`src/hw/rtl/perceptron_sign_classifier_defines.svh`:
```
// Assertion macros shared by the perceptron sign classifier RTL.
`ifndef PERCEPTRON_SIGN_CLASSIFIER_DEFINES_SVH
`define PERCEPTRON_SIGN_CLASSIFIER_DEFINES_SVH

// Antecedent implies consequent in the same cycle.
`define PSC_ASSERT_IMPLY(label, clk, rst, ante, cons, msg) \
   label: assert property (@(posedge clk) disable iff (rst) (ante) |-> (cons)) \
      else $error(msg);

// Antecedent implies consequent in the following cycle.
`define PSC_ASSERT_NEXT(label, clk, rst, ante, cons, msg) \
   label: assert property (@(posedge clk) disable iff (rst) (ante) |=> (cons)) \
      else $error(msg);

`endif

```
`src/hw/rtl/psc_pkg.sv`:
```
// Constants shared by the perceptron sign classifier.
package psc_pkg;

   localparam int POS_BITS   = 8;
   localparam int VALUE_BITS = 16;
   localparam int DIGIT_BITS = 4;
   localparam int CLASS_BITS = 4;
   localparam int MASK_BITS  = 11;
   localparam int MAP_BITS   = 64;

   localparam logic OP_WEIGHT = 1'b0;
   localparam logic OP_ANSWER = 1'b1;

   localparam logic [MAP_BITS-1:0] GROUP_MAP_RESET = 64'h6A98_7543_2550_0111;

   typedef logic [DIGIT_BITS-1:0] digit_type;

endpackage

```
`src/hw/rtl/psc_ram.sv`:
```
// Generic simple dual-port RAM with registered read data.
module psc_ram #(
   parameter int WIDTH = 16,
   parameter int DEPTH = 187
) (
   input  logic                     clock,
   input  logic                     wr_en,
   input  logic [$clog2(DEPTH)-1:0] wr_addr,
   input  logic [WIDTH-1:0]         wr_data,
   input  logic [$clog2(DEPTH)-1:0] rd_addr,
   output logic [WIDTH-1:0]         rd_data
);

   logic [WIDTH-1:0] mem_ff [DEPTH];
   logic [WIDTH-1:0] rd_data_ff;

   always_ff @(posedge clock) begin
      if (wr_en) begin
         mem_ff[wr_addr] <= wr_data;
      end
      rd_data_ff <= mem_ff[rd_addr];
   end

   assign rd_data = rd_data_ff;

endmodule

```
`src/hw/rtl/perceptron_sign_classifier.sv`:
```
// Top level of the perceptron sign classifier with its shared multiply-accumulate sequencer.
//
//   channel   direction   transfer
//   req_      in          op, position, value, last
//   rsp_      out         class_index, from_network, sign_mask
//   csr_      in          group_map write, no handshake
//
// A weight write or an answer digit without last is taken only while the block is idle.
// An answer digit with last starts a sweep over every stored weight, read in turn
// through the single weight RAM read port feeding one multiply-accumulate unit.
// Reset is synchronous; it clears the answer digits and restores group_map.
// A result that is not taken holds the block in its final step; weight writes and
// digits are still accepted while an earlier result waits.
`include "perceptron_sign_classifier_defines.svh"

module perceptron_sign_classifier #(
   parameter int INPUT_COUNT = 16,
   parameter int CLASS_COUNT = 11,
   parameter int WEIGHT_BITS = 16
) (
   input  logic                                  clock,
   input  logic                                  reset,
   input  logic                                  req_valid,
   output logic                                  req_ready,
   input  logic                                  req_op,
   input  logic [psc_pkg::POS_BITS-1:0]          req_position,
   input  logic signed [psc_pkg::VALUE_BITS-1:0] req_value,
   input  logic                                  req_last,
   output logic                                  rsp_valid,
   input  logic                                  rsp_ready,
   output logic [psc_pkg::CLASS_BITS-1:0]        rsp_class_index,
   output logic                                  rsp_from_network,
   output logic [psc_pkg::MASK_BITS-1:0]         rsp_sign_mask,
   input  logic                                  csr_we,
   input  logic [psc_pkg::MAP_BITS-1:0]          csr_wdata
);

   localparam int ROW_STRIDE  = INPUT_COUNT + 1;
   localparam int STORE_DEPTH = CLASS_COUNT * ROW_STRIDE;
   localparam int ADDR_BITS   = $clog2(STORE_DEPTH);
   localparam int IDX_BITS    = $clog2(INPUT_COUNT);
   localparam int COL_BITS    = $clog2(ROW_STRIDE);
   localparam int ROW_BITS    = $clog2(CLASS_COUNT);
   localparam int ACC_BITS    = WEIGHT_BITS + psc_pkg::DIGIT_BITS + COL_BITS + 1;

   localparam logic [1:0] ST_IDLE   = 2'd0;
   localparam logic [1:0] ST_RUN    = 2'd1;
   localparam logic [1:0] ST_WAIT   = 2'd2;
   localparam logic [1:0] ST_FINISH = 2'd3;

   logic [1:0]                      state_ff, state_in;
   logic [ADDR_BITS-1:0]            addr_ff, addr_in;
   logic [COL_BITS-1:0]             col_ff, col_in;
   logic [ROW_BITS-1:0]             row_ff, row_in;
   logic                            d_valid_ff, d_valid_in;
   logic [COL_BITS-1:0]             d_col_ff, d_col_in;
   logic [ROW_BITS-1:0]             d_row_ff, d_row_in;
   logic signed [ACC_BITS-1:0]      acc_ff, acc_in;
   logic [CLASS_COUNT-1:0]          mask_ff, mask_in;
   logic                            found_ff, found_in;
   logic [ROW_BITS-1:0]             chosen_ff, chosen_in;
   logic [IDX_BITS-1:0]             best_ff, best_in;
   psc_pkg::digit_type              best_val_ff, best_val_in;
   psc_pkg::digit_type              answer_ff [INPUT_COUNT];
   logic [psc_pkg::MAP_BITS-1:0]    group_map_ff;
   logic                            rsp_valid_ff, rsp_valid_in;
   logic [psc_pkg::CLASS_BITS-1:0]  rsp_class_ff, rsp_class_in;
   logic                            rsp_net_ff, rsp_net_in;
   logic [psc_pkg::MASK_BITS-1:0]   rsp_mask_ff, rsp_mask_in;

   logic                            req_fire;
   logic                            start;
   logic                            answer_wr;
   logic [IDX_BITS-1:0]             answer_idx;
   logic                            weight_wr;
   logic [WEIGHT_BITS-1:0]          weight_rd;
   logic                            is_bias;
   psc_pkg::digit_type              digit;
   logic signed [WEIGHT_BITS+psc_pkg::DIGIT_BITS:0] product;
   logic signed [ACC_BITS-1:0]      term;
   logic signed [ACC_BITS-1:0]      sum;
   logic                            load_rsp;

   assign req_ready  = (state_ff == ST_IDLE);
   assign req_fire   = req_valid && req_ready;
   assign weight_wr  = req_fire && (req_op == psc_pkg::OP_WEIGHT)
                       && (32'(req_position) < STORE_DEPTH);
   assign answer_wr  = req_fire && (req_op == psc_pkg::OP_ANSWER)
                       && (32'(req_position) < INPUT_COUNT);
   assign answer_idx = IDX_BITS'(req_position);
   assign start      = req_fire && (req_op == psc_pkg::OP_ANSWER) && req_last;

   psc_ram #(
      .WIDTH (WEIGHT_BITS),
      .DEPTH (STORE_DEPTH)
   ) u_weight_ram (
      .clock   (clock),
      .wr_en   (weight_wr),
      .wr_addr (ADDR_BITS'(req_position)),
      .wr_data (WEIGHT_BITS'(req_value)),
      .rd_addr (addr_ff),
      .rd_data (weight_rd)
   );

   assign is_bias = (d_col_ff == COL_BITS'(INPUT_COUNT));
   assign digit   = is_bias ? '0 : answer_ff[d_col_ff[IDX_BITS-1:0]];
   assign product = $signed({1'b0, digit}) * $signed(weight_rd);
   assign term    = is_bias ? ACC_BITS'($signed(weight_rd)) : ACC_BITS'(product);
   assign sum     = ((d_col_ff == '0) ? '0 : acc_ff) + term;
   assign load_rsp = (state_ff == ST_FINISH) && (!rsp_valid_ff || rsp_ready);

   always_comb begin
      state_in    = state_ff;
      addr_in     = addr_ff;
      col_in      = col_ff;
      row_in      = row_ff;
      d_valid_in  = 1'b0;
      d_col_in    = col_ff;
      d_row_in    = row_ff;
      acc_in      = acc_ff;
      mask_in     = mask_ff;
      found_in    = found_ff;
      chosen_in   = chosen_ff;
      best_in     = best_ff;
      best_val_in = best_val_ff;
      unique case (state_ff)
         ST_IDLE: begin
            if (start) begin
               state_in = ST_RUN;
               addr_in  = '0;
               col_in   = '0;
               row_in   = '0;
               mask_in  = '0;
               found_in = 1'b0;
            end
         end
         ST_RUN: begin
            d_valid_in = 1'b1;
            addr_in    = addr_ff + ADDR_BITS'(1);
            if (col_ff == COL_BITS'(INPUT_COUNT)) begin
               col_in = '0;
               row_in = row_ff + ROW_BITS'(1);
            end else begin
               col_in = col_ff + COL_BITS'(1);
            end
            if (addr_ff == ADDR_BITS'(STORE_DEPTH - 1)) begin
               state_in = ST_WAIT;
            end
         end
         ST_WAIT: begin
            state_in = ST_FINISH;
         end
         ST_FINISH: begin
            if (load_rsp) begin
               state_in = ST_IDLE;
            end
         end
         default: begin
            state_in = ST_IDLE;
         end
      endcase
      if (d_valid_ff) begin
         acc_in = sum;
         if (is_bias && !sum[ACC_BITS-1]) begin
            mask_in[d_row_ff] = 1'b1;
            found_in          = 1'b1;
            chosen_in         = d_row_ff;
         end
         if ((d_row_ff == '0) && !is_bias) begin
            if (d_col_ff == '0) begin
               best_in     = '0;
               best_val_in = digit;
            end else if (digit > best_val_ff) begin
               best_in     = d_col_ff[IDX_BITS-1:0];
               best_val_in = digit;
            end
         end
      end
   end

   always_comb begin
      rsp_valid_in = rsp_valid_ff;
      rsp_class_in = rsp_class_ff;
      rsp_net_in   = rsp_net_ff;
      rsp_mask_in  = rsp_mask_ff;
      if (load_rsp) begin
         rsp_valid_in = 1'b1;
         rsp_net_in   = found_ff;
         if (found_ff) begin
            rsp_class_in = psc_pkg::CLASS_BITS'(chosen_ff);
            rsp_mask_in  = psc_pkg::MASK_BITS'(mask_ff);
         end else begin
            rsp_class_in = group_map_ff[{best_ff, 2'b00} +: psc_pkg::CLASS_BITS];
            rsp_mask_in  = '0;
         end
      end else if (rsp_ready) begin
         rsp_valid_in = 1'b0;
      end
   end

   always_ff @(posedge clock) begin
      if (reset) begin
         state_ff     <= ST_IDLE;
         d_valid_ff   <= 1'b0;
         rsp_valid_ff <= 1'b0;
         group_map_ff <= psc_pkg::GROUP_MAP_RESET;
         for (int i = 0; i < INPUT_COUNT; i++) begin
            answer_ff[IDX_BITS'(i)] <= '0;
         end
      end else begin
         state_ff     <= state_in;
         d_valid_ff   <= d_valid_in;
         rsp_valid_ff <= rsp_valid_in;
         if (csr_we) begin
            group_map_ff <= csr_wdata;
         end
         if (answer_wr) begin
            answer_ff[answer_idx] <= psc_pkg::DIGIT_BITS'(req_value);
         end
      end
   end

   always_ff @(posedge clock) begin
      addr_ff     <= addr_in;
      col_ff      <= col_in;
      row_ff      <= row_in;
      d_col_ff    <= d_col_in;
      d_row_ff    <= d_row_in;
      acc_ff      <= acc_in;
      mask_ff     <= mask_in;
      found_ff    <= found_in;
      chosen_ff   <= chosen_in;
      best_ff     <= best_in;
      best_val_ff <= best_val_in;
      rsp_class_ff <= rsp_class_in;
      rsp_net_ff   <= rsp_net_in;
      rsp_mask_ff  <= rsp_mask_in;
   end

   assign rsp_valid        = rsp_valid_ff;
   assign rsp_class_index  = rsp_class_ff;
   assign rsp_from_network = rsp_net_ff;
   assign rsp_sign_mask    = rsp_mask_ff;

   `PSC_ASSERT_IMPLY(a_fallback_mask_clear, clock, reset,
      rsp_valid_ff && !rsp_net_ff, rsp_mask_ff == '0,
      "Fallback result carries a non-zero sign mask.")
   `PSC_ASSERT_IMPLY(a_wait_after_sweep, clock, reset,
      state_ff == ST_WAIT, $past(addr_ff) == ADDR_BITS'(STORE_DEPTH - 1),
      "Sweep ended before the last weight was read.")
   `PSC_ASSERT_IMPLY(a_result_from_finish, clock, reset,
      $rose(rsp_valid_ff), $past(state_ff) == ST_FINISH,
      "Result appeared outside the final step.")
   `PSC_ASSERT_NEXT(a_start_runs, clock, reset,
      start, state_ff == ST_RUN && addr_ff == '0,
      "Last answer transfer did not start the sweep.")

endmodule
```
`config.mk`:
```
export PLATFORM = sky130hd
export DESIGN_NAME = perceptron_sign_classifier
export DESIGN_NICKNAME = d
export VERILOG_FILES = /design/src/hw/rtl/psc_pkg.sv /design/src/hw/rtl/psc_ram.sv /design/src/hw/rtl/perceptron_sign_classifier.sv
export VERILOG_INCLUDE_DIRS = /design/src /design/src/hw/rtl
export SDC_FILE = /design/constraint.sdc
export NUM_CORES = 2
export LEC_CHECK = 0
export ABC_AREA = 1
export BUFFER_PORTS_ARGS = -buffer_cell sky130_fd_sc_hd__buf_2
export CAP_MARGIN = 20
export CORE_ASPECT_RATIO = 0.75
export CORE_MARGIN = 2
export CORE_UTILIZATION = 55
export DETAILED_ROUTE_END_ITERATION = 8
export PLACE_DENSITY = 0.71
export REMOVE_ABC_BUFFERS = 1
export SYNTH_ARGS = -nofsm -noshare
export SYNTH_HDL_FRONTEND = slang
export SYNTH_SLANG_ARGS = --single-unit
```
`constraint.sdc`:
```
create_clock -name clock -period 8.9 [get_ports clock]
set_clock_uncertainty 0.05 [all_clocks]
set_input_delay 0.445 -clock clock [delete_from_list [all_inputs] [get_ports clock]]
set_output_delay 0.445 -clock clock [all_outputs]
set_load 0.01 [all_outputs]
```
==> flow_metrics.env <==
export IMPL_io_buffers=112
export IMPL_maxSlewHeadroom=0.0600
export IMPL_maxCapViolCount=0
export IMPL_vias=88200
export IMPL_syn_avg_cell_area_um2=12.8
export IMPL_fin_nets=10500
export IMPL_htree_levels=5
export IMPL_finalCriticalPeriod_ps=7760
export IMPL_vias_per_cell=6.47
export IMPL_synthTopCellsByArea="edfxtp_1, o21ai_0, nor2_1"
export IMPL_synth_area_leader_cell="edfxtp_1"
export IMPL_ys_types=53
export IMPL_ant_nets=0
export IMPL_first_pass_iters=6
export IMPL_cp_start_kind="register"
export IMPL_r2r_start="d_col_ff[1]"
export IMPL_ys_async_sr_fraction=0
export IMPL_synth_top_area_share=0.722
export IMPL_grt_pass1_vias=82100
export IMPL_final_hold_violation_count=0
export IMPL_fp_dieH_um=425
export IMPL_final_layout_size_suffix_gt1_frac=0.0865
export IMPL_antenna_found_initial=21
export IMPL_synth_edf_count=3127
export IMPL_ys_ff_latch=3232
export IMPL_yosysWarnings=0
export IMPL_cts_sinks=3232
export IMPL_finish_utilization=0.616
export IMPL_seq_area_frac_synth=0.738
export IMPL_p_per_area_nw_per_um2=283
export IMPL_rrSetupSlack_ps=1140
export IMPL_hold_path_startpoint="req_value[1]"
export IMPL_cts_tree="built"
export IMPL_status="finished, final reports clean"
export IMPL_dieArea_um2=240000
export IMPL_fmax_mhz=129
export IMPL_arrival_ps=8270
export IMPL_r2r_cells=35
export IMPL_final_setup_tns_ps=0
export IMPL_syn2layout_area_growth_pct=11.3
export IMPL_cts_buffer_depth=4
export IMPL_cts_resized=0
export IMPL_cp_slowest_cell="dfxtp_1"
export IMPL_multi_input_area_um2=30400
export IMPL_drt_drc_violations_left=0
export IMPL_rsz0062_at_grt="false"
export IMPL_critPathMaxStageDelay_ps=700
export IMPL_routed_wl_mm=370
export IMPL_io_pins=113
export IMPL_initial_core_util=0.553
export IMPL_tightest_slew_ps=1410
export IMPL_gp_congestion=0.945
export IMPL_finalCritPeriodShare=0.872
export IMPL_clk_latency_ps=870
export IMPL_syn_area_um2=130000
export IMPL_die_w_um=566
export IMPL_r2r_end="chosen_ff[3]"
export IMPL_coreArea_um2=235000
export IMPL_row_count=154
export IMPL_startpoint="d_col_ff[1]"
export IMPL_grt_max_degree=189
export IMPL_clk_transition_reported_paths_ps=60
export IMPL_cp_end_kind="register"
export IMPL_cts_buffers=301
export IMPL_grt_usage=0.302
export IMPL_design_area_um2=145000
export IMPL_ir_drop_uv=353
export IMPL_p_total_mw=40.9
export IMPL_placed_cell_area_um2=134000
export IMPL_drtIter0Drc=15700
export IMPL_synthFlopType="edfxtp_1"
export IMPL_criticalPathCategory="register to register"
export IMPL_dp_hpwl_mm=208
export IMPL_cts_root_buf="clkbuf_16"
export IMPL_fillerInstances=17300
export IMPL_endpoint="chosen_ff[3]"
export IMPL_min_path_type="primary input to register"
export IMPL_crit_fanout=14
export IMPL_grt_pass1_wl_mm=542
export IMPL_crit_required_ps=9410
export IMPL_cp_common_cell="nand2_1"
export IMPL_syn_inst=10200
export IMPL_wire_per_inst_um=27.1
export IMPL_p_leak_nw=47.5
export IMPL_ff_latch_area_um2=96000
export IMPL_report_final_slew_viol_count=0
export IMPL_setup_viol=0
export IMPL_whs_ps=41.3
export IMPL_gr_total_overflow=0
## sequential cells by signal (all words and copies together), names as in the netlist, 8 cells and up
register,count
addr_ff,8
rsp_sign_mask,11
answer_ff,64
group_map_ff,64
u_weight_ram.mem_ff,2992
mask_ff,11
acc_ff,26
u_weight_ram.rd_data,16
## logic make-up after synthesis
| kind of cell | after synthesis | share of synthesized area |
|---|---|---|
| AND/OR/NAND/NOR | 3032 | 0.0924 |
| multiplexers | 6 | 0.000462 |
| XOR/XNOR | 37 | 0.00255 |
| adder cells (fa/ha/maj) | 110 | 0.0125 |
| flip-flops | 3232 | 0.738 |
| buffers and inverters | 963 | 0.0288 |
| AO/OA/AOI/OAI | 2801 | 0.125 |
## worst max-delay path: cells and delay by family, from the launching register on
family          cells  cell delay [ps]
compound gates      8             1620
fa+ha+maj           4             1710
buf+inv             5              710
flops               1              700
simple gates       18             2690
## Yosys cell counts (10+ instances only)
cell / number
edfxtp_1: 3127
nor2_1: 1979
o21ai_0: 1585
nand2_1: 639
clkbuf_1: 592
o22ai_1: 450
nand3_1: 346
o221ai_1: 311
a21oi_1: 247
inv_1: 227
dfxtp_1: 105
o211ai_1: 87
buf_2: 78
ha_1: 76
a31oi_1: 57
buf_1: 46
fa_1: 34
nand4_1: 26
a221oi_1: 19
xnor2_1: 19
xor2_1: 17
nor3_1: 11
or2_2: 10
## layer usage
metal / vias up / global-route usage / wire [um]
met3: 790 / 0.0767 / 49700
met1: 43500 / 0.448 / 145000
met5: - / 0 / 93
met4: 14 / 0.106 / 14100
met2: 5954 / 0.437 / 161000
li1: 38000 / - / -
## cell type report
type                       count  share of cell area
antenna                       14            0.000242
inverter                     241             0.00648
clock buffer                 381              0.0556
tap                         3120              0.0270
timing repair buffer         498              0.0284
multi-input combinational   5986               0.210
sequential                  3232               0.663
clock inverter               153             0.00892
## layout by cell type, fill, tap and decap left out, drive strengths merged, types with 5 or more instances in the layout
cell type | Yosys | routed
a21oi | 247 | 247
a221oi | 19 | 19
a31o | 5 | 5
a31oi | 57 | 57
a32o | 9 | 9
buf | 130 | 424
bufinv | 0 | 19
clkbuf | 592 | 384
clkinv | 8 | 120
clkinvlp | 0 | 8
dfxtp | 105 | 105
diode | 0 | 14
dlygate4sd3 | 0 | 71
edfxtp | 3127 | 3127
fa | 34 | 34
ha | 76 | 76
inv | 233 | 247
mux2i | 6 | 6
nand2 | 648 | 648
nand3 | 349 | 349
nand4 | 27 | 27
nor2 | 1982 | 1982
nor3 | 11 | 11
o2111ai | 5 | 5
o211ai | 87 | 87
o21ai | 1585 | 1585
o221ai | 311 | 311
o22ai | 450 | 450
o31ai | 6 | 6
or2 | 10 | 10
xnor2 | 19 | 19
xor2 | 18 | 18
## how the worst min path moves through the flow
stage                                      end  slack, ps  depth (start not counted)
floorplan                          d_row_ff[3]        320                          0
global placement                   d_row_ff[3]        330                          0
detailed placement                 d_row_ff[3]        330                          0
CTS                 u_weight_ram.mem_ff[48][1]          8                          1
global route        u_weight_ram.mem_ff[48][1]         30                          1
finish              u_weight_ram.mem_ff[48][1]         40                          1
## report_power, final
| group | internal (mW) | switching [mW] |
|---|---|---|
| combinational | 3.31 | 7.84 |
| clock | 6.98 | 5.53 |
| sequential | 17.1 | 0.123 |
| total | 27.4 | 13.5 |
## what timing repair did
| action | in CTS | in global routing |
|---|---|---|
| endpoints found under the hold margin | 194 | 0 |
| setup buffers | 0 | 0 |
| hold buffers | 71 | 0 |
## through the flow
stage               instances  worst slack (ps)
floorplan                9459           -112080
global placement        13000              1220
detailed placement      13000              1160
CTS                     13600              1130
global route            13600               399
finish                  13600              1140
No activity file was read; power rests on OpenSTA's default activity.
